### config.mk
export PLATFORM = sky130hd
export DESIGN_NAME = gsmis_front
export DESIGN_NICKNAME = d
export VERILOG_FILES = /design/src/hdl/gsmis_pkg.sv /design/src/hdl/gsmis_front.sv
export SDC_FILE = /design/constraint.sdc
export NUM_CORES = 1
export LEC_CHECK = 0
export BUFFER_PORTS_ARGS = -buffer_cell sky130_fd_sc_hd__clkbuf_2
export CAP_MARGIN = 0
export CORE_AREA = 3 3 167 169
export DETAILED_ROUTE_END_ITERATION = 10
export DIE_AREA = 0 0 170 172
export GPL_TIMING_DRIVEN = 0
export PLACE_DENSITY = 0.76
export SLEW_MARGIN = 10
export SYNTH_ARGS = -nofsm -noshare
export SYNTH_HDL_FRONTEND = slang
export SYNTH_SLANG_ARGS = --single-unit
### constraint.sdc
create_clock -name clk -period 7.5 [get_ports clk]
set_input_delay 0.375 -clock clk [delete_from_list [all_inputs] [get_ports clk]]
set_output_delay 0.375 -clock clk [all_outputs]
set_load 0.01 [all_outputs]
### src/hdl/gsmis_pkg.sv
// shared types, constants and helper functions for the grid strip
// independent-sum core; used by every module in hdl/
`default_nettype none

package gsmis_pkg;

	localparam int CellW      = 32;
	localparam int PairW      = CellW + 1;
	localparam int SumW       = 51;
	localparam int RowN       = 4;
	localparam int PatN       = 8;
	localparam int PatIdxW    = 3;
	localparam int QueueDepth = 2;

	localparam logic signed [SumW-1:0]  SumMax  = {1'b0, {(SumW-1){1'b1}}};
	localparam logic signed [CellW-1:0] CellMin = {1'b1, {(CellW-1){1'b0}}};

	typedef logic [PatIdxW-1:0] pat_idx_t;
	typedef logic [RowN-1:0]    row_mask_t;

	// one column as handed from the front to the back
	typedef struct packed {
		logic [PatN-1:0][PairW-1:0] pat_sum;
		logic [CellW-1:0]           largest;
		logic                       last_col;
	} col_entry_t;

	// row patterns with no two vertically adjacent cells, bit 0 is row one
	function automatic row_mask_t pat_mask(input pat_idx_t idx);
		row_mask_t m;
		unique case (idx)
			3'd0:    m = 4'b0000;
			3'd1:    m = 4'b0001;
			3'd2:    m = 4'b0010;
			3'd3:    m = 4'b0100;
			3'd4:    m = 4'b0101;
			3'd5:    m = 4'b1000;
			3'd6:    m = 4'b1001;
			3'd7:    m = 4'b1010;
			default: m = 4'b0000;
		endcase
		return m;
	endfunction

	function automatic logic pat_compat(input pat_idx_t a, input pat_idx_t b);
		return (pat_mask(a) & pat_mask(b)) == '0;
	endfunction

	function automatic logic [SumW-1:0] smax(input logic [SumW-1:0] a,
			input logic [SumW-1:0] b);
		return ($signed(a) > $signed(b)) ? a : b;
	endfunction

	// three-level compare tree over the eight pattern values
	function automatic logic [SumW-1:0] pat_max8(input logic [PatN-1:0][SumW-1:0] v);
		logic [SumW-1:0] a0, a1, a2, a3, b0, b1;
		a0 = smax(v[0], v[1]);
		a1 = smax(v[2], v[3]);
		a2 = smax(v[4], v[5]);
		a3 = smax(v[6], v[7]);
		b0 = smax(a0, a1);
		b1 = smax(a2, a3);
		return smax(b0, b1);
	endfunction

endpackage

`default_nettype wire

### src/hdl/gsmis_front.sv
// front end: takes a column, forms the per-pattern cell sums and the running
// largest cell, and pushes the result into the column queue; uses gsmis_pkg
`default_nettype none

module gsmis_front (
	input  wire                                   clk,
	input  wire                                   arst_n,
	input  wire                                   col_valid,
	output logic                                  col_ready,
	input  wire signed [gsmis_pkg::CellW-1:0]     cell_row1,
	input  wire signed [gsmis_pkg::CellW-1:0]     cell_row2,
	input  wire signed [gsmis_pkg::CellW-1:0]     cell_row3,
	input  wire signed [gsmis_pkg::CellW-1:0]     cell_row4,
	input  wire                                   last_column,
	output logic                                  push,
	output gsmis_pkg::col_entry_t                 push_data,
	input  wire                                   q_full
);
	import gsmis_pkg::*;

	logic signed [CellW-1:0] largest_q;
	logic signed [CellW-1:0] cells [RowN];
	logic signed [CellW-1:0] mx_a, mx_b, col_max, new_largest;
	logic signed [PairW-1:0] acc;
	row_mask_t               m;

	assign cells[0] = cell_row1;
	assign cells[1] = cell_row2;
	assign cells[2] = cell_row3;
	assign cells[3] = cell_row4;

	assign col_ready = !q_full;
	assign push      = col_valid && col_ready;

	always_comb begin
		mx_a        = (cells[0] > cells[1]) ? cells[0] : cells[1];
		mx_b        = (cells[2] > cells[3]) ? cells[2] : cells[3];
		col_max     = (mx_a > mx_b) ? mx_a : mx_b;
		new_largest = (col_max > largest_q) ? col_max : largest_q;
	end

	// at most two rows are set in any pattern, so the sum fits one extra bit
	always_comb begin
		acc = '0;
		m   = '0;
		for (int x = 0; x < PatN; x++) begin
			m   = pat_mask(pat_idx_t'(x));
			acc = '0;
			for (int r = 0; r < RowN; r++) begin
				if (m[r]) begin
					acc = acc + PairW'(cells[r]);
				end
			end
			push_data.pat_sum[x] = acc;
		end
		push_data.largest  = new_largest;
		push_data.last_col = last_column;
	end

	always_ff @(posedge clk or negedge arst_n) begin
		if (!arst_n) begin
			largest_q <= CellMin;
		end else if (push) begin
			largest_q <= last_column ? CellMin : new_largest;
		end
	end

endmodule

`default_nettype wire

After elaboration in Yosys (flattened, before gate mapping):

Index checks and enable logic that the tools add are counted.

* register bits after elaboration: 32
* input bits: 133
* output and inout bits: 299
* word-level logic and storage cells: 15

* add/subtract/negate cells: 3
* magnitude comparators: 4
* muxes and demuxes: 5
* reduce and logical (&&, ||, !) cells: 2

Operator list (number)
* $mux W32: 5
* $gt A32 B32 Y1: 4
* $add A32 B32 Y33: 3
* $logic_and A1 B1 Y1: 1
* $logic_not A1 Y1: 1

Depth between registers and ports, before layout:

Gate-level depths: netlist of the first run.

* word-level depth: 7
* depth in mapped cells: 41
* depth with buffers taken out: 36

Least setup slack after synthesis of the first run:

OpenSTA, ideal clock, no wires.

* path type: input port to output port
* start: in cell_row2[5] (netlist name)
* end: out push_data[10] (netlist name)
* data arrival time: 7586 ps
* data required time: 7125 ps
* path slack: -461 ps
* stages on the path: 40
* buffers on the path: 5
* path through: inv_1 -> ha_1 -> a21o_1 -> a21o_1 -> a21oi_1 -> nor2b_1 -> o2111ai_1 -> a21o_1 -> a31oi_1 -> or3_1 -> a21oi_2 -> buf_2 -> mux2i_1 -> inv_1 -> ha_1 -> a21o_1 -> a21o_1 -> a21oi_1 -> [... 4 more ...] -> xor2_1 -> nand2_1 -> buf_2 -> clkbuf_1 -> mux2i_1 -> ha_1 -> a21o_1 -> a21o_1 -> a21oi_1 -> nor2b_1 -> o21ai_1 -> a41oi_1 -> or4_1 -> o211ai_1 -> buf_2 -> nand2b_1 -> clkbuf_1 -> o221ai_1

RTL lines
* from (decl): line gsmis_front.sv:11 `input wire signed [gsmis_pkg::CellW-1:0] cell_row2,`
* to (decl): line gsmis_front.sv:16 `output gsmis_pkg::col_entry_t push_data,`

==> results of run 1 <==
-- area by class of cell --
type,instances,area (µm²)
buffer,196,1679
clock buffer,6,138.9
clock inverter,2,10.01
fill,2116,9540
inverter,167,634.4
multi-input combinational,1162,10490
sequential,32,802.0
tap,341,426.7
timing repair buffer,482,3005
-- report_power, final --
part           switching, mW  internal (mW)
clock network         0.0941          0.131
logic                   2.11           1.83
registers             0.0669          0.243
total                   2.27           2.20
-- worst max path at each step --
stage             startpoint             to  slack (ns)  cells after the start
2_1_floorplan   cell_row4[5]  push_data[10]       0.001                     40
5_1_grt        cell_row2[24]  push_data[25]       -1.13                     40
6_report       cell_row1[25]  push_data[12]       -1.06                     39
3_5_place_dp   cell_row2[25]  push_data[24]       -2.25                     40
3_3_place_gp   cell_row2[25]  push_data[24]       -2.24                     40
4_1_cts        cell_row2[25]  push_data[24]       -0.35                     40
-- cell usage in the layout, fill, tap and decap left out, drive strengths merged, types with 22 or more instances in the layout --
cell type,instances
o221ai,63
nand2,78
a21oi,96
inv,167
nand4,28
nor2b,32
ha,224
dfrtp,31
mux2i,95
a21o,83
buf,288
o21ai,62
xnor2,53
clkbuf,396
xor2,22
conb,33
nand2b,50
nor2,63
-- cell families (layout without fill, tap and decap cells) --
group                      count (synthesis)  in the layout  share of synthesized area [%]
muxes                                     96             96                          8.043
DFF                                       32             32                          6.704
buffers and inverters                    364            853                          17.04
xor gates and xnor gates                  75             75                          5.491
AOI/OAI and AO/OA                        398            398                          24.51
adders and majority gates                227            227                          23.93
other                                      1             33                        0.03135
and+or+nand+nor                          333            333                          14.26
-- stage by stage --
step                hold slack [ns]  cell area (µm²)  setup slack, ns  std cells
global placement             0.5026            14530           -2.235       2297
floorplan                   0.07941            12110         0.001498       1558
finish                       0.2214            17190           -1.057       2388
detailed placement           0.5158            14530           -2.254       2297
CTS                          0.2461            16490          -0.3546       2366
global route                 0.2774            17190           -1.133       2388
-- routing by layer --
layer  vias to the layer above  global-route usage, %  part of all wire [%]
met3                       198                  4.893                   8.9
li1                       6393                      -                     -
met5                         -                      0                     0
met2                       790                  52.71                    47
met4                         0                  9.206                   5.6
met1                      6487                  36.37                    39
-- repair_timing --
item                                    4_1_cts  5_1_grt
buffers inserted                             56       19
gates cloned                                  6        4
endpoints found under the setup margin       64       64
resized for setup                           243      128
pin swaps                                    54       40
==> results.yml, run 1 <==
synth:
  netlist-cell-type-count: 66
  most_repeated_cell_in_the_gate_level_netlist_after_synthesis: "sky130_fd_sc_hd__ha_1"
  synth_warnings: 0
  synth_area_leader_cell: "sky130_fd_sc_hd__ha_1"
  netlist_instances: 1526
  postSynth.asyncResetShare_pct: 100.0
  synth-seq-cells: 32
  seq_area_frac_synth_pct: 6.704
  mappedNetlistArea_um2: 11960
  yosys-top-cells-area: "sky130_fd_sc_hd__ha_1 23%, sky130_fd_sc_hd__buf_4 11%, sky130_fd_sc_hd__mux2i_1 7.9%"
  post-synth-top-area-fraction_pct: 23.43
  post_synth.cell_area_avg_um2: 7.839
  ys.flop_type: "sky130_fd_sc_hd__dfrtp_1"
  netlist_top_cells_count: "224 x sky130_fd_sc_hd__ha_1, 169 x sky130_fd_sc_hd__buf_4, 167 x sky130_fd_sc_hd__inv_1"
  edff_count_synth: 0
setup_path:
  worst_path_most_repeated_cell: "sky130_fd_sc_hd__nand4_1"
  cp-end-kind: "primary output"
  r2r_cells: 17
  worst_r2r_startpoint: "largest_q[31]"
  cp_required_ns: 7.12
  timing.rr.end: "largest_q[4]"
  cp_top_family: "simple AND/OR/NAND/NOR gates"
  startpoint_type: "primary input"
  timing.critical_path.buf_inv: 9
  critical_path_class: "primary input to primary output"
  worst_ep_arrival_time_ns: 8.18
  crit_path_max_delay_cell_type: "sky130_fd_sc_hd__or3_4"
  worst-r2r-setup-slack_ns: 3.88
  critical_path.max_fanout: 9
  max_stage_delay_ns: 0.41
grt:
  grt_max_degree: 33
  grt_first_pass_wirelength_mm: 69.08
  aggregate_global_routing_overflow: 0
  global_route.usage.total_pct: 29.49
  grt_pass1_vias: 12420
  antenna_found_initial: 0
cells_and_area:
  reg_top3: "largest_q (32)"
  largest_register_ff_count: 32
  final_util_pct: 64.30
  drive_gt1_share_pct: 42.75
  regMostFlops: "largest_q"
  flow.area_growth_from_synthesis_pct: 43.66
  fin_nets: 2406
  antenna_cells: 0
timing:
  finalSetupViolCount: 64
  max-slew-margin-rel_pct: 36.02
  finalSetupTns_ns: -52.30
  report.final.hold_viol_count: 0
  highest_clock_frequency_the_design_can_meet_mhz: 116.9
  worst_pin_slew_ns: 0.9597
  setup_ws_ns: -1.057
  rsz0062_at_grt: "yes"
  timing.final.max_slew_violations: 0
  layout_min_cycle_time_ns: 8.557
  final.period_utilization_pct: 114.1
  clock_skew_ns: 0.004034
pwr:
  power.ir.vdd_worst_mv: 0.2156
  power.total_mw: 4.469
  pwr_density_cell_nw_per_um2: 260.1
  static-leakage-power_nw: 8.955
placement:
  hpwl_mm: 36.29
  gp_routability_congestion: 0.9572
  portBuffers: 398
die:
  core_area_um2: 26730
  die_width_um: 170
  initial_core_util_pct: 44.76
  dieHeight_um: 172
  row_count: 60
  die_area_um2: 29240
  io-pin-count: 432
clocking:
  cts.htree.levels: 2
  root_buffer: "sky130_fd_sc_hd__clkbuf_16"
  cts_num_sinks: 32
  cts_hold_repair.buffers: 0
  cts_max_path_buffers: 2
  cts_inserted_buffers: 5
  cts.clk_slew.worst_paths_ns: 0.06
  cts_tree: "done"
  insertion_delay_ns: 0.29
worst_hold_path:
  hold_path_class: "primary input to async pin"
flow_run:
  drv_cap: 0
routing:
  detail_route.vias_per_cell: 5.807
  drt_first_pass_iters: 6
  dr.first_iter.drc_count: 1365
  drc_errors: 0
  postRouteAntennaNets: 0
  wl_per_cell_um: 20.95
  totalWireLength_mm: 50.03
  dr_total_vias: 13870
outcome:
  status: "complete, but fails checks"
  violations_in_the_final_reports: "setup timing"
No activity file was read; power rests on OpenSTA's default activity.
==> run 2, diff against run 1 <==
--- a/config.mk
+++ b/config.mk
@@ -5,13 +5,14 @@
 export SDC_FILE = /design/constraint.sdc
 export NUM_CORES = 1
 export LEC_CHECK = 0
+export ABC_AREA = 1
 export BUFFER_PORTS_ARGS = -buffer_cell sky130_fd_sc_hd__clkbuf_2
 export CAP_MARGIN = 0
-export CORE_AREA = 3 3 167 169
+export CORE_MARGIN = 3
+export CORE_UTILIZATION = 49
 export DETAILED_ROUTE_END_ITERATION = 10
-export DIE_AREA = 0 0 170 172
 export GPL_TIMING_DRIVEN = 0
-export PLACE_DENSITY = 0.76
+export PLACE_DENSITY = 0.81
 export SLEW_MARGIN = 10
 export SYNTH_ARGS = -nofsm -noshare
 export SYNTH_HDL_FRONTEND = slang
==> results.yml, run 2 <==
clocking:
  cts_max_path_buffers: 2
  cts.clk_slew.worst_paths_ns: 0.05
  root_buffer: "sky130_fd_sc_hd__clkbuf_16"
  cts_tree: "done"
  cts_inserted_buffers: 5
  cts_num_sinks: 32
  insertion_delay_ns: 0.28
  cts.htree.levels: 2
  cts_hold_repair.buffers: 0
timing:
  finalSetupViolCount: 0
  finalSetupTns_ns: 0
  hold-worst-slack_ns: 0.1842
  clock_skew_ns: 0.005249
  max-slew-margin-rel_pct: 44.94
  final.period_utilization_pct: 93.93
  timing.final.max_slew_violations: 0
  highest_clock_frequency_the_design_can_meet_mhz: 141.9
  worst_pin_slew_ns: 0.8259
  rsz0062_at_grt: "no"
  layout_min_cycle_time_ns: 7.045
  report.final.hold_viol_count: 0
pwr:
  power.ir.vdd_worst_mv: 0.2326
  seqPwrFrac_pct: 6.2
  static-leakage-power_nw: 9.655
  clock_power_share_pct: 5.0
  power_switching_mw: 2.400
  comb_power_share_pct: 88.7
  pwr_density_cell_nw_per_um2: 265.7
  switching_share_pct: 56.75
  internal_power_mw: 1.830
routing:
  totalWireLength_mm: 53.54
  postRouteAntennaNets: 0
  drc_errors: 0
  detail_route.vias_per_cell: 5.314
  dr_total_vias: 15460
  dr.first_iter.drc_count: 1096
  drt_first_pass_iters: 6
  wl_per_cell_um: 18.41
worst_hold_path:
  hold_path_class: "primary input to async pin"
synth:
  synth-seq-cells: 32
  synthSimpleGateAreaFrac_pct: 31.23
  most_repeated_cell_in_the_gate_level_netlist_after_synthesis: "sky130_fd_sc_hd__nand2_1"
  synth_compound_gate_area_share_pct: 13.61
  edff_count_synth: 0
  seq_area_frac_synth_pct: 6.072
  netlist_instances: 2134
  mappedNetlistArea_um2: 13210
  postSynth.asyncResetShare_pct: 100.0
  yosys.area_share.adder_pct: 21.67
  post_synth_mux_area_share_pct: 0
  largest_family_of_logic_cells_by_synthesized_area: "simple AND/OR/NAND/NOR gates"
  ys.flop_type: "sky130_fd_sc_hd__dfrtp_1"
  netlist_top_cells_count: "485 x sky130_fd_sc_hd__nand2_1, 346 x sky130_fd_sc_hd__inv_1, 224 x sky130_fd_sc_hd__ha_1"
  synth_area_leader_cell: "sky130_fd_sc_hd__ha_1"
  synth_xor_area_share_pct: 6.100
  synth_warnings: 0
  post-synth-top-area-fraction_pct: 21.22
  yosys-top-cells-area: "sky130_fd_sc_hd__ha_1 21%, sky130_fd_sc_hd__nand2_1 14%, sky130_fd_sc_hd__inv_1 9.8%"
  post_synth.cell_area_avg_um2: 6.190
  netlist-cell-type-count: 43
placement:
  hpwl_mm: 47.26
  placed_cells_incl_taps: 2899
  gp_routability_congestion: 1.037
  dpl_cell_area_um2: 15740
  portBuffers: 398
cells_and_area:
  layout_commonest_cell: "sky130_fd_sc_hd__nand2_1"
  stdcell_count: 2909
  final_cell_area_um2: 15920
  regMostFlops: "largest_q"
  layout_common_cells: "485 x sky130_fd_sc_hd__nand2_1, 399 x sky130_fd_sc_hd__clkbuf_2, 346 x sky130_fd_sc_hd__inv_1, 224 x sky130_fd_sc_hd__ha_1, 178 x sky130_fd_sc_hd__a21oi_1"
  fin_nets: 2933
  drive_gt1_share_pct: 26.35
  largest_register_ff_count: 32
  reg_top3: "largest_q (32)"
  flow.area_growth_from_synthesis_pct: 20.53
grt:
  grt_first_pass_wirelength_mm: 79.41
  grt_max_degree: 33
  antenna_found_initial: 1
  aggregate_global_routing_overflow: 0
  global_route.usage.total_pct: 35.03
  grt_pass1_vias: 14830
setup_path:
  cp_required_ns: 7.12
  cp-end-kind: "primary output"
  critical_path_class: "primary input to primary output"
  critical_path.max_fanout: 10
  worstSetupStartpoint: "cell_row4[31]"
  worst_ep_arrival_time_ns: 6.67
  max_stage_delay_ns: 0.40
  crit_path_max_delay_cell_type: "sky130_fd_sc_hd__ha_1"
  worst_r2r_startpoint: "largest_q[31]"
  startpoint_type: "primary input"
  worst_path_most_repeated_cell: "sky130_fd_sc_hd__nand2_1"
die:
  initial_core_util_pct: 50.26
  die_width_um: 170.2
  dieHeight_um: 170.2
  die_area_um2: 28960
  core_area_um2: 26280
  row_count: 59
  io-pin-count: 432
flow_run:
  drv_cap: 0
outcome:
  status: "completed"
==> run 2: area by class of cell <==
type	instances	area [µm²]
Buffer	202	1510
Inverter	347	1305
Multi-Input combinational cell	1585	9722
Clock buffer	7	152.6
Sequential cell	32	802.0
Antenna cell	1	2.502
Tap cell	335	419.2
Timing Repair Buffer	400	2007
Fill cell	2635	10360
==> run 2: final timing paths <==
check	slack, ns	depth (start not counted)	to
min	0.18	1	largest_q[2]
max	0.46	39	push_data[23]
min in group clk	0.48	2	largest_q[15]
max in group asynchronous	6.79	1	largest_q[26]
max reg2reg	4.67	15	largest_q[22]
min reg2reg	0.48	2	largest_q[15]
==> run 2: repair_timing <==
action,4_1_cts,5_1_grt
setup buffers,0,2
gates resized for setup,0,5
setup endpoints to repair,0,31
==> run 2: metrics by stage <==
stage / setup WS, ns / power [mW] / utilization, %
final: 0.4552 / 4.230 / 60.58
after global placement: 0.4437 / 3.849 / 59.89
after global routing: 0.01281 / 4.640 / 60.57
after detailed placement: 0.3627 / 3.948 / 59.89
after floorplan: 2.233 / 2.763 / -
after CTS: 0.3227 / 4.192 / 60.47
==> run 2: cell families (layout without fill, tap and decap cells) <==
family | count (synthesis) | count (layout)
adder cells (fa/ha/maj) | 227 | 227
other | 1 | 34
buffers and inverters | 549 | 956
AO/OA/AOI/OAI | 330 | 330
AND/OR/NAND/NOR | 903 | 903
XOR/XNOR | 92 | 92
flip-flops | 32 | 32
==> run 2: power groups by stage <==
stage / registers, mW / logic [mW] / clock network [mW]
after detailed placement: 0.263 / 3.69 / 0
final: 0.264 / 3.75 / 0.213
after floorplan: 0.255 / 2.51 / 0
after global placement: 0.261 / 3.59 / 0
after CTS: 0.263 / 3.72 / 0.214
after global routing: 0.268 / 4.15 / 0.219
==> run 2: routing by layer <==
layer  vias up  GRT usage (%)  part of all wire (%)
met5         -              0                     0
met4         0          10.65                   3.3
met3       104          3.670                   7.5
met2       632          60.46                    47
met1      7088          46.04                    42
li1       7635              -                     -
==> run 2: worst max-delay path, delay by kind of cell <==
| family | cells | cell delay, ns |
|---|---|---|
| AO/OA/AOI/OAI | 1 | 0.31 |
| AND/OR/NAND/NOR | 28 | 3.89 |
| buffers and inverters | 7 | 0.96 |
| adder cells (fa/ha/maj) | 3 | 1.10 |
