### src/hdl/gsmis_pkg.sv
// shared types, constants and helper functions for the grid strip
// independent-sum core; used by every module in hdl/
`default_nettype none

package gsmis_pkg;

	localparam int CellW      = 32;
	localparam int PairW      = CellW + 1;
	localparam int SumW       = 51;
	localparam int RowN       = 4;
	localparam int PatN       = 8;
	localparam int PatIdxW    = 3;
	localparam int QueueDepth = 2;

	localparam logic signed [SumW-1:0]  SumMax  = {1'b0, {(SumW-1){1'b1}}};
	localparam logic signed [CellW-1:0] CellMin = {1'b1, {(CellW-1){1'b0}}};

	typedef logic [PatIdxW-1:0] pat_idx_t;
	typedef logic [RowN-1:0]    row_mask_t;

	// one column as handed from the front to the back
	typedef struct packed {
		logic [PatN-1:0][PairW-1:0] pat_sum;
		logic [CellW-1:0]           largest;
		logic                       last_col;
	} col_entry_t;

	// row patterns with no two vertically adjacent cells, bit 0 is row one
	function automatic row_mask_t pat_mask(input pat_idx_t idx);
		row_mask_t m;
		unique case (idx)
			3'd0:    m = 4'b0000;
			3'd1:    m = 4'b0001;
			3'd2:    m = 4'b0010;
			3'd3:    m = 4'b0100;
			3'd4:    m = 4'b0101;
			3'd5:    m = 4'b1000;
			3'd6:    m = 4'b1001;
			3'd7:    m = 4'b1010;
			default: m = 4'b0000;
		endcase
		return m;
	endfunction

	function automatic logic pat_compat(input pat_idx_t a, input pat_idx_t b);
		return (pat_mask(a) & pat_mask(b)) == '0;
	endfunction

	function automatic logic [SumW-1:0] smax(input logic [SumW-1:0] a,
			input logic [SumW-1:0] b);
		return ($signed(a) > $signed(b)) ? a : b;
	endfunction

	// three-level compare tree over the eight pattern values
	function automatic logic [SumW-1:0] pat_max8(input logic [PatN-1:0][SumW-1:0] v);
		logic [SumW-1:0] a0, a1, a2, a3, b0, b1;
		a0 = smax(v[0], v[1]);
		a1 = smax(v[2], v[3]);
		a2 = smax(v[4], v[5]);
		a3 = smax(v[6], v[7]);
		b0 = smax(a0, a1);
		b1 = smax(a2, a3);
		return smax(b0, b1);
	endfunction

endpackage

`default_nettype wire

### src/hdl/gsmis_queue.sv
// short register queue between front and back ends; uses gsmis_pkg for the
// entry type
`default_nettype none

module gsmis_queue #(
	parameter int DEPTH = gsmis_pkg::QueueDepth
) (
	input  wire                    clk,
	input  wire                    arst_n,
	input  wire                    push,
	input  gsmis_pkg::col_entry_t  push_data,
	output logic                   full,
	input  wire                    pop,
	output gsmis_pkg::col_entry_t  pop_data,
	output logic                   empty
);
	import gsmis_pkg::*;

	localparam int PtrW = (DEPTH > 1) ? $clog2(DEPTH) : 1;
	localparam int CntW = $clog2(DEPTH + 1);

	col_entry_t        mem_q [DEPTH];
	logic [PtrW-1:0]   wr_ptr_q, rd_ptr_q;
	logic [CntW-1:0]   count_q;

	function automatic logic [PtrW-1:0] ptr_inc(input logic [PtrW-1:0] p);
		return (p == PtrW'(DEPTH - 1)) ? '0 : p + 1'b1;
	endfunction

	assign full     = count_q == CntW'(DEPTH);
	assign empty    = count_q == '0;
	assign pop_data = mem_q[rd_ptr_q];

	always_ff @(posedge clk) begin
		if (push) begin
			mem_q[wr_ptr_q] <= push_data;
		end
	end

	always_ff @(posedge clk or negedge arst_n) begin
		if (!arst_n) begin
			wr_ptr_q <= '0;
			rd_ptr_q <= '0;
			count_q  <= '0;
		end else begin
			if (push) begin
				wr_ptr_q <= ptr_inc(wr_ptr_q);
			end
			if (pop) begin
				rd_ptr_q <= ptr_inc(rd_ptr_q);
			end
			if (push && !pop) begin
				count_q <= count_q + 1'b1;
			end else if (pop && !push) begin
				count_q <= count_q - 1'b1;
			end
		end
	end

	a_no_overfill: assert property (@(posedge clk) disable iff (!arst_n)
		count_q <= CntW'(DEPTH))
		else $error("queue holds more entries than its depth");
	a_no_push_full: assert property (@(posedge clk) disable iff (!arst_n)
		!(push && full))
		else $error("push into a full queue");
	a_no_pop_empty: assert property (@(posedge clk) disable iff (!arst_n)
		!(pop && empty))
		else $error("pop from an empty queue");

endmodule

`default_nettype wire

### config.mk
export PLATFORM = sky130hd
export DESIGN_NAME = gsmis_queue
export DESIGN_NICKNAME = d
export VERILOG_FILES = /design/src/hdl/gsmis_pkg.sv /design/src/hdl/gsmis_queue.sv
export SDC_FILE = /design/constraint.sdc
export NUM_CORES = 1
export LEC_CHECK = 0
export BUFFER_PORTS_ARGS = -buffer_cell sky130_fd_sc_hd__buf_2
export CAP_MARGIN = 20
export CORE_AREA = 2 2 235 237
export DETAILED_ROUTE_END_ITERATION = 6
export DIE_AREA = 0 0 237 239
export PLACE_DENSITY_LB_ADDON = 0.08
export SLEW_MARGIN = 10
export SYNTH_ARGS = -nofsm -noshare
export SYNTH_HDL_FRONTEND = slang
export SYNTH_SLANG_ARGS = --single-unit
### constraint.sdc
create_clock -name clk -period 16.85 [get_ports clk]
set_input_delay 0.8425 -clock clk [delete_from_list [all_inputs] [get_ports clk]]
set_output_delay 0.8425 -clock clk [all_outputs]
set_load 0.01 [all_outputs]
Word level (Yosys, flattened, before mapping)
Memory sizes are Yosys's and may differ from the RTL's.
Index checks and enable logic that the tools add are counted.

word-level totals
  register bits after elaboration = 4
  RAM bits = 594
  input bits = 301
  output and inout port bits = 299
  word-level logic and storage cells = 21
  memories = 1

memory list
  memory  depth  width  rd ports  clocked after Yosys merged registers in  write ports  RTL line           source
  mem_q   2      297    1         0                                        1            gsmis_queue.sv:22  col_entry_t mem_q [DEPTH];

operators by class
  add/sub/neg operators = 4
  eq/ne operators = 1
  mux-type cells = 6
  reductions and logical operators = 6

operators with widths
  cell                 count
  $mux 1               4
  $mux 2               2
  $add 1x1->1 const B  2
  $add 2x1->2 const B  1
  $eq 2x2->1 const B   1
  $logic_and 1x1->1    2
  $logic_not 1->1      2
  $logic_not 2->1      1
  $reduce_bool 2->1    1
  $sub 2x1->2 const B  1

Longest topological paths before layout
Gate-level depths: netlist of the first run.

  word-level depth = 4
  depth in mapped cells = 5
  depth with buffers taken out = 5

Least setup slack after synthesis of the first run
Ideal clock, no wire load.

  path kind = in2reg
  from = input push
  to = memory mem_q[0][0] (netlist name), enable pin
  setup time = 997 ps
  arrival time = 13609 ps
  required time = 15853 ps
  path slack = 2244 ps
  stages = 1
  buffers on the path = 0
  cell sequence = nor2b_1

on the way
  cells in the longest elaborated chain, start to end = 2

ends and longest elaborated chain
  item                          RTL line           source
  start: declaration            gsmis_queue.sv:10  input wire push,
  $mux 1                        gsmis_queue.sv:35  if (push) begin
  $mux 1 (implied by the code)  gsmis_queue.sv:36  mem_q[wr_ptr_q] <= push_data;
  end: declaration              gsmis_queue.sv:22

Every way passes these cells.

==> results.sh, run 1 <==
export IMPL_period_minus_slack_ns=4.90
export IMPL_hpwl_um=38400
export IMPL_grt_pass1_wl_um=75200
export IMPL_grt_use_total_pct=18.6
export IMPL_crit_type="register to output pin"
export IMPL_h_tree_depth=3
export IMPL_cts_setup_buffers=0
export IMPL_place_area_sq_um=26100
export IMPL_ys_ff_latch=598
export IMPL_num_io_pins=600
export IMPL_clkTransAtPathRegs_ns=0.05
export IMPL_clock_tree_buffer_depth=3
export IMPL_viasPerCell=4.80
export IMPL_dr_pass1_iters=4
export IMPL_wl_met3_um=5060
export IMPL_grt_start_max_net_pins=174
export IMPL_numCtsBuffers=66
export IMPL_ctsResizeCount=0
export IMPL_area_delta_synth_final_pct=25.6
export IMPL_wl_um=54700
export IMPL_routedWlPerCell_um=23.2
export IMPL_synthFlopType="edfxtp_1"
export IMPL_min_path_type="input pin to async pin"
export IMPL_tritoncts="done"
export IMPL_vias=11302
export IMPL_design_area_sq_um=28200
export IMPL_p_per_area_nw_per_um2=173
export IMPL_route_met2_wl_um=27500
export IMPL_m1WireLength_um=19600
export IMPL_setup_viol=0
export IMPL_finalSetupTns_ns=0
export IMPL_netlist_top_cells_count="edfxtp_1, mux2_4, mux2_2"
export IMPL_crit_start="rd_ptr_q"
export IMPL_dp_cells=2220
export IMPL_cts_hold_repair_buffers=0
export IMPL_cpMaxStageDelayCell="dfrtp_4"
export IMPL_relSlewSlack_pct=21.0
export IMPL_port_buffers=599
export IMPL_syn_area_per_cell_sq_um=23.9
export IMPL_final_net_count=1886
export IMPL_start_kind="register"
export IMPL_core_sq_um=54300
export IMPL_arrival_ns=4.06
export IMPL_drt_iter0_markers=557
export IMPL_yosys_warnings=0
export IMPL_die_h_um=239
export IMPL_leakage_nw=11.1
export IMPL_syn_num_nets=1242
export IMPL_die_w_um=237
export IMPL_worstPathRequired_ns=16.01
export IMPL_worstMarginPinSlew_ns=1.18
export IMPL_path_delay_family="buffers and inverters"
export IMPL_layout_drive_gt1_share_pct=61.2
export IMPL_worstSkewPairLatency_ns=0.59
export IMPL_fmaxAchievable_mhz=204
export IMPL_antenna_found_initial=33
export IMPL_final_util_pct=51.9
export IMPL_hold_viol=0
export IMPL_status="finished clean"
export IMPL_drc_errors=0
export IMPL_start_util_pct=41.3
export IMPL_end_kind="output pin"
export IMPL_grt_overflow_total=0
export IMPL_path_buf_inv=3
export IMPL_skew_ns=0.0205
export IMPL_netlist_area_sq_um=22500
export IMPL_synth_async_reset_ratio_pct=0.669
export IMPL_synth_top_cell_by_area="edfxtp_1"
export IMPL_yosysUniqueCellTypes=13
export IMPL_r2r_start="wr_ptr_q"
export IMPL_synth_top_area_share_pct=79.5
export IMPL_first_global_vias=11627
export IMPL_place_ws_ns=12.53
export IMPL_crit_chain="buf_12, buf_4, mux2_2, buf_2"
export IMPL_ir_drop_mv=0.144
export IMPL_crit_path_max_incr_delay_ns=1.11
export IMPL_root_buffer="clkbuf_16"
export IMPL_ant_nets=0
export IMPL_finalWorstSetupSlack_ns=11.95
export IMPL_dr_max_layer_used="met5"
export IMPL_max_cap_viol_count=0
export IMPL_gp_congestion=0.817
export IMPL_finalMaxSlewViolations=0
export IMPL_synth_area_top_cells="edfxtp_1, mux2_4, mux2_2, buf_6, dfrtp_1"
export IMPL_synth_edf_count=594
export IMPL_nFillCells=4481
export IMPL_seq_area_frac_synth_pct=79.9
export IMPL_num_rows=86
export IMPL_finalCritPeriodShare_pct=29.1
export IMPL_dieArea_sq_um=56600
export IMPL_clock_sinks=598
export IMPL_yosysMostFrequentCell="edfxtp_1"
export IMPL_path_max_fanout=113
export IMPL_rsz0062_at_grt="false"
export IMPL_fin_cells=2357
export IMPL_syn_inst=940
==> sequential cells by signal, indices dropped and copies added (netlist names) <==
name      flops
mem_q       594
rd_ptr_q      1
wr_ptr_q      1
count_q       2
==> worst paths after layout <==
path,slack [ns],depth (start not counted),end
hold / removal,0.07,1,wr_ptr_q
setup / recovery,11.95,4,pop_data[26]
setup reg to reg,13.68,3,mem_q[0][181]
min in group clk,0.43,1,mem_q[1][284]
hold reg to reg,0.49,1,count_q[1]
max in group asynchronous,16.60,1,rd_ptr_q
==> area by class of cell <==
type / count / area [sq um] / area share (%)
sequential: 598 / 17900 / 63.6
multi-input combinational: 308 / 4190 / 14.9
timing repair buffer: 609 / 3120 / 11.1
clock buffer: 79 / 1720 / 6.11
tap: 704 / 881 / 3.12
clock inverter: 38 / 288 / 1.02
antenna: 20 / 50.0 / 0.178
inverter: 1 / 3.75 / 0.0133
==> cells in the final DEF (no fill, tap or decap), types with 2 or more instances in the layout <==
cell and n:
buf_12 2, buf_2 599, buf_4 7, bufinv_16 3, clkbuf_1 12, clkbuf_16 67, clkinv_1 14, clkinv_2 14
clkinv_8 2, dfrtp_1 3, diode_2 20, edfxtp_1 594, inv_6 4, mux2_2 96, mux2_4 201, nor2_1 2
xor2_1 4
==> per-stage QoR <==
stage,power (mW),hold slack [ns]
global placement,3.60,0.482
detailed placement,3.61,0.484
global route,5.11,0.0360
floorplan,3.19,0.455
finish,4.89,0.0681
CTS,4.97,0.0312
==> power breakdown <==
part,internal (mW),switching (mW)
sequential,1.98,0.108
clock,0.777,0.560
combinational,0.705,0.761
total,3.46,1.43
==> routing by layer <==
metal,up-vias,GRT usage (%)
li1,5092,-
met1,5611,19.8
met2,427,31.0
met3,146,8.48
met4,26,10.0
met5,-,0
==> cells by family after synthesis <==
| family | share of synthesized area, % |
|---|---|
| simple gates | 0.117 |
| xor+xnor | 0.195 |
| flops | 79.9 |
| mux | 18.3 |
| fa+ha+maj | 0.0557 |
| buf+inv | 1.48 |
Power figures use the tool's default switching activity.
==> run 2: changes to the inputs <==
--- a/config.mk
+++ b/config.mk
@@ -5,6 +5,7 @@
 export SDC_FILE = /design/constraint.sdc
 export NUM_CORES = 1
 export LEC_CHECK = 0
+export ABC_AREA = 1
 export BUFFER_PORTS_ARGS = -buffer_cell sky130_fd_sc_hd__buf_2
 export CAP_MARGIN = 20
 export CORE_AREA = 2 2 235 237
==> constraint.sdc (replaced) <==
create_clock -name clk -period 4.8 [get_ports clk]
set_input_delay 0.24 -clock clk [delete_from_list [all_inputs] [get_ports clk]]
set_output_delay 0.24 -clock clk [all_outputs]
set_load 0.01 [all_outputs]
==> run 2 against run 1 <==
  * Setup slack got worse by 10 ns
  * Clock skew increased by 0.0011 ns
  * Wire length increased by 1.6%
  * Clock power increased to 3.6 times the previous value
  * Sequential cell count unchanged
  * Sequential power increased to 3.5 times the previous value
  * Power increased to 3.6 times the previous value
  * Global-route usage increased by 0.51 points
  * Final area increased by 11%
==> results.sh, run 2 <==
export IMPL_path_max_fanout=105
export IMPL_gp_congestion=0.821
export IMPL_hpwl_um=37600
export IMPL_finalSetupTns_ns=0
export IMPL_end_kind="output pin"
export IMPL_first_global_vias=13125
export IMPL_worstMarginPinSlew_ns=1.10
export IMPL_clock_sinks=598
export IMPL_hold_viol=0
export IMPL_regMostFlops="mem_q"
export IMPL_core_sq_um=54300
export IMPL_finalCritPeriodShare_pct=61.0
export IMPL_yosysUniqueCellTypes=14
export IMPL_num_io_pins=600
export IMPL_layout_drive_gt1_share_pct=51.2
export IMPL_numCtsBuffers=67
export IMPL_yosysMostFrequentCell="edfxtp_1"
export IMPL_synthFlopType="edfxtp_1"
export IMPL_finalWorstSetupSlack_ns=1.87
export IMPL_rsz0062_at_grt="false"
export IMPL_num_rows=86
export IMPL_h_tree_depth=3
export IMPL_synth_top_area_share_pct=79.4
export IMPL_area_delta_synth_final_pct=39.0
export IMPL_p_per_area_nw_per_um2=560
export IMPL_antenna_found_initial=7
export IMPL_r2r_slack_ns=2.72
export IMPL_largest_reg_flops=594
export IMPL_start_util_pct=41.4
export IMPL_syn_area_per_cell_sq_um=23.7
export IMPL_die_w_um=237
export IMPL_die_h_um=239
export IMPL_use_met3_pct=5.33
export IMPL_dieArea_sq_um=56600
export IMPL_top_regs="mem_q (594), count_q (2)"
export IMPL_arrival_ns=2.69
export IMPL_rr_worst_depth=3
export IMPL_period_minus_slack_ns=2.93
export IMPL_final_net_count=2195
export IMPL_p_comb_share_pct=31.2
export IMPL_synth_top_cell_by_area="edfxtp_1"
export IMPL_netlist_top_cells_count="edfxtp_1, mux2_4, mux2_2"
export IMPL_design_area_sq_um=31200
export IMPL_relSlewSlack_pct=26.7
export IMPL_swShare_pct=28.9
export IMPL_ant_nets=0
export IMPL_grt_start_max_net_pins=160
export IMPL_crit_chain="buf_12, mux2_4, buf_2"
export IMPL_top_usage_layer="met2"
export IMPL_hold_ws_ns=0.0672
export IMPL_synth_async_reset_ratio_pct=0.669
export IMPL_tritoncts="done"
export IMPL_leakage_nw=12.4
export IMPL_crit_path_max_incr_delay_ns=0.71
export IMPL_finalMaxSlewViolations=0
export IMPL_seqPwrFrac_pct=41.5
export IMPL_path_delay_family="flip-flops"
export IMPL_worstPathRequired_ns=4.56
export IMPL_ys_ff_latch=598
export IMPL_netlist_area_sq_um=22500
export IMPL_synth_area_top_cells="edfxtp_1, mux2_4, mux2_2, buf_6, dfrtp_1"
export IMPL_viasPerCell=4.67
export IMPL_drc_errors=0
export IMPL_setup_viol=0
export IMPL_cpMaxStageDelayCell="dfrtp_4"
export IMPL_wl_um=55600
export IMPL_seq_area_frac_synth_pct=79.8
export IMPL_grt_use_total_pct=19.1
export IMPL_fmaxAchievable_mhz=342
export IMPL_fin_cells=2651
export IMPL_synth_edf_count=594
export IMPL_crit_cells=3
export IMPL_status="finished clean"
export IMPL_max_cap_viol_count=0
export IMPL_final_cell_mix="buf_2, edfxtp_1, dlygate4sd3_1"
export IMPL_start_kind="register"
export IMPL_skew_ns=0.0216
export IMPL_vias=12381
export IMPL_min_path_type="input pin to async pin"
export IMPL_crit_type="register to output pin"
export IMPL_intPower_mw=12.4
export IMPL_dp_cells=2228
export IMPL_place_ws_ns=2.49
export IMPL_power_switching_mw=5.06
export IMPL_port_buffers=599
export IMPL_place_area_sq_um=26200
export IMPL_routedWlPerCell_um=21.0
export IMPL_path_buf_inv=2
export IMPL_root_buffer="clkbuf_16"
export IMPL_syn_num_nets=1251
export IMPL_final_util_pct=57.5
export IMPL_worstSkewPairLatency_ns=0.58
export IMPL_use_met2_pct=33.4
export IMPL_grt_overflow_total=0
export IMPL_syn_inst=949
export IMPL_mostFrequentLayoutCell="buf_2"
export IMPL_clock_power_share_pct=27.3
export IMPL_dr_pass1_iters=4
export IMPL_yosys_warnings=0
export IMPL_p_total_mw=17.5
export IMPL_drt_iter0_markers=597
export IMPL_grt_pass1_wl_um=80000
export IMPL_clkTransAtPathRegs_ns=0.06
export IMPL_clock_tree_buffer_depth=3
export IMPL_grt_met1_usage_pct=22.4
export IMPL_ir_drop_mv=0.463
-- run 2: repair_timing --
item | CTS | global route
setup endpoints to repair | 0 | 0
hold buffers | 300 | 0
buffers inserted | 0 | 0
resized for setup | 0 | 0
hold endpoints to repair | 600 | 0
-- run 2: worst register-to-register path: cells and delay by family, from the launching register on --
| family | cells | cell delay, ns |
|---|---|---|
| and+or+nand+nor | 1 | 0.11 |
| buffers and inverters | 2 | 0.85 |
| DFF | 1 | 0.43 |
-- run 2: power groups by stage --
stage	Combinational [mW]	Sequential (mW)	Clock, mW
global placement	5.32	7.34	0
finish	5.46	7.25	4.78
global route	5.78	7.33	5.12
floorplan	3.55	7.37	0
CTS	5.55	7.26	4.92
detailed placement	5.33	7.36	0
-- run 2: area by class of cell --
| type | instances | area, sq um |
|---|---|---|
| sequential | 598 | 17900 |
| multi-input combinational | 311 | 4190 |
| antenna | 6 | 15.0 |
| timing repair buffer | 908 | 6140 |
| inverter | 7 | 30.0 |
| fill | 4251 | 23100 |
| clock buffer | 82 | 1730 |
| tap | 704 | 881 |
| clock inverter | 35 | 294 |
-- run 2: final timing paths --
check	end	startpoint
worst max-delay path	pop_data[102]	rd_ptr_q
worst min-delay path	wr_ptr_q	arst_n
worst max register to register	mem_q[1][71]	wr_ptr_q
worst min register to register	count_q[1]	count_q[1]
max in group asynchronous	rd_ptr_q	arst_n
min in group clk	mem_q[0][20]	push_data[20]
-- run 2: kinds of logic after synthesis --
logic type,Yosys count,share of synthesized area (%)
mux,297,18.2
flops,598,79.8
buf+inv,40,1.58
simple gates,10,0.184
fa+ha+maj,1,0.0557
xor+xnor,3,0.117
-- run 2: routing by layer --
layer	wire [um]	vias up
met1	21300	6159
met2	28800	444
met3	3930	90
met4	1550	4
met5	21	-
li1	-	5684
==> run 3: changes to the inputs <==
--- a/config.mk
+++ b/config.mk
@@ -5,7 +5,7 @@
 export SDC_FILE = /design/constraint.sdc
 export NUM_CORES = 1
 export LEC_CHECK = 0
-export ABC_AREA = 1
+export ABC_AREA = 0
 export BUFFER_PORTS_ARGS = -buffer_cell sky130_fd_sc_hd__buf_2
 export CAP_MARGIN = 20
 export CORE_AREA = 2 2 235 237
==> constraint.sdc (replaced) <==
create_clock -name clk -period 2.9 [get_ports clk]
set_input_delay 0.145 -clock clk [delete_from_list [all_inputs] [get_ports clk]]
set_output_delay 0.145 -clock clk [all_outputs]
set_load 0.01 [all_outputs]
==> run 3 against run 2 <==
  * Final area is 0.24% higher
  * Sequential cell count unchanged
  * Critical path depth unchanged
  * Utilization increased by 0.14 points
  * Die area unchanged
  * First-iteration DRC count decreased by 13%
  * Critical path type unchanged
  * Non-clock buffer count is 20 higher
  * Clock power increased by 54%
  * Final cell count barely moved
  * Largest cell class unchanged
  * Hold slack gained 0.20 ns
  * Combinational power grew 72%
  * Register-to-register slack worse by 1.6 ns
==> results.sh, run 3 (synthesis gave the netlist of run 1 again) <==
export IMPL_status="finished clean"
export IMPL_top_regs="mem_q (594), count_q (2)"
export IMPL_core_sq_um=54300
export IMPL_root_buffer="clkbuf_16"
export IMPL_skew_ns=0.0179
export IMPL_relSlewSlack_pct=61.3
export IMPL_regMostFlops="mem_q"
export IMPL_cts_setup_buffers=0
export IMPL_worstSkewPairLatency_ns=0.60
export IMPL_area_delta_synth_final_pct=39.4
export IMPL_vias=12273
export IMPL_r2r_start="wr_ptr_q"
export IMPL_period_minus_slack_ns=2.59
export IMPL_p_per_area_nw_per_um2=915
export IMPL_num_io_pins=600
export IMPL_path_delay_family="flip-flops"
export IMPL_h_tree_depth=2
export IMPL_max_cap_viol_count=0
export IMPL_grt_overflow_total=0
export IMPL_numCtsBuffers=61
export IMPL_cts_hold_repair_buffers=301
export IMPL_finalMaxSlewViolations=0
export IMPL_hold_ws_ns=0.268
export IMPL_min_path_type="input pin to register"
export IMPL_layout_drive_gt1_share_pct=51.6
export IMPL_routedWlPerCell_um=20.5
export IMPL_end_kind="output pin"
export IMPL_finalCritPeriodShare_pct=89.3
export IMPL_crit_chain="buf_12, mux2_4, buf_2"
export IMPL_clkTransAtPathRegs_ns=0.06
export IMPL_arrival_ns=2.44
export IMPL_finalWorstSetupSlack_ns=0.311
export IMPL_ant_nets=0
export IMPL_intPower_mw=20.3
export IMPL_final_cell_mix="buf_2, edfxtp_1, dlygate4sd3_1"
export IMPL_rsz0062_at_grt="false"
export IMPL_worstPathRequired_ns=2.76
export IMPL_grt_start_max_net_pins=85
export IMPL_die_w_um=237
export IMPL_first_global_vias=12885
export IMPL_swShare_pct=29.1
export IMPL_power_switching_mw=8.33
export IMPL_p_total_mw=28.6
export IMPL_num_rows=86
export IMPL_viasPerCell=4.63
export IMPL_nFillCells=4281
export IMPL_ctsResizeCount=0
export IMPL_leakage_nw=12.4
export IMPL_cpMaxStageDelayCell="dfrtp_4"
export IMPL_tritoncts="done"
export IMPL_gp_congestion=0.804
export IMPL_hold_viol=0
export IMPL_clock_power_share_pct=25.6
export IMPL_start_util_pct=41.3
export IMPL_antenna_found_initial=6
export IMPL_setup_viol=0
export IMPL_drc_errors=0
export IMPL_worstMarginPinSlew_ns=0.580
export IMPL_seqPwrFrac_pct=41.6
export IMPL_mostFrequentLayoutCell="buf_2"
export IMPL_grt_use_total_pct=18.5
export IMPL_port_buffers=599
export IMPL_hold_start="push_data[281]"
export IMPL_path_max_fanout=56
export IMPL_place_ws_ns=0.898
export IMPL_die_h_um=239
export IMPL_dr_pass1_iters=6
export IMPL_grt_pass1_wl_um=78100
export IMPL_wl_um=54400
export IMPL_drt_iter0_markers=520
export IMPL_clock_sinks=598
export IMPL_clock_tree_buffer_depth=3
export IMPL_crit_path_max_incr_delay_ns=0.80
export IMPL_dieArea_sq_um=56600
export IMPL_crit_start="rd_ptr_q"
export IMPL_p_comb_share_pct=32.7
export IMPL_path_buf_inv=2
export IMPL_start_kind="register"
export IMPL_hpwl_um=37700
export IMPL_largest_reg_flops=594
export IMPL_fmaxAchievable_mhz=386
export IMPL_ir_drop_mv=0.547
export IMPL_crit_type="register to output pin"
export IMPL_final_net_count=2200
[run 3: final timing paths]
| check | endpoint | slack, ns | depth (start not counted) |
|---|---|---|---|
| worst max-delay path | pop_data[190] | 0.31 | 3 |
| worst min-delay path | mem_q[0][281] | 0.27 | 2 |
| worst max register to register | mem_q[1][66] | 1.15 | 2 |
| worst min register to register | count_q[1] | 0.50 | 1 |
| max in group asynchronous | rd_ptr_q | 2.19 | 3 |
| min in group asynchronous | rd_ptr_q | 0.52 | 3 |
[run 3: through the flow]
step                      setup TNS, ns  area [sq um]  util [%]  cells
after global placement                0         26400      48.6   2238
after CTS                             0         31300      57.6   2649
final                                 0         31300      57.6   2653
after global routing                  0         31300      57.6   2653
after detailed placement              0         26400      48.6   2238
after floorplan                -1179.76         22500         -    940
[run 3: per-layer routing]
layer	wire length [um]	up-vias	global-route usage [%]
met5	22	-	0
met4	1320	4	5.60
met3	4410	82	6.67
met2	27800	394	32.4
met1	20800	6105	21.3
li1	-	5688	-
[run 3: power by group through the flow]
stage,clock network [mW],registers [mW],logic (mW)
2_1_floorplan,0,12.2,5.87
3_3_place_gp,0,12.0,9.21
3_5_place_dp,0,12.1,9.19
4_1_cts,7.56,11.9,9.56
5_1_grt,7.87,12.1,9.96
6_report,7.34,11.9,9.37
[run 3: cell type report]
class	instances	area, sq um	area share (%)
sequential	598	17900	57.3
timing repair buffer	928	6420	20.5
multi-input combinational	308	4190	13.4
clock buffer	77	1590	5.07
tap	704	881	2.81
clock inverter	33	268	0.855
antenna	4	10.0	0.0320
inverter	1	3.75	0.0120
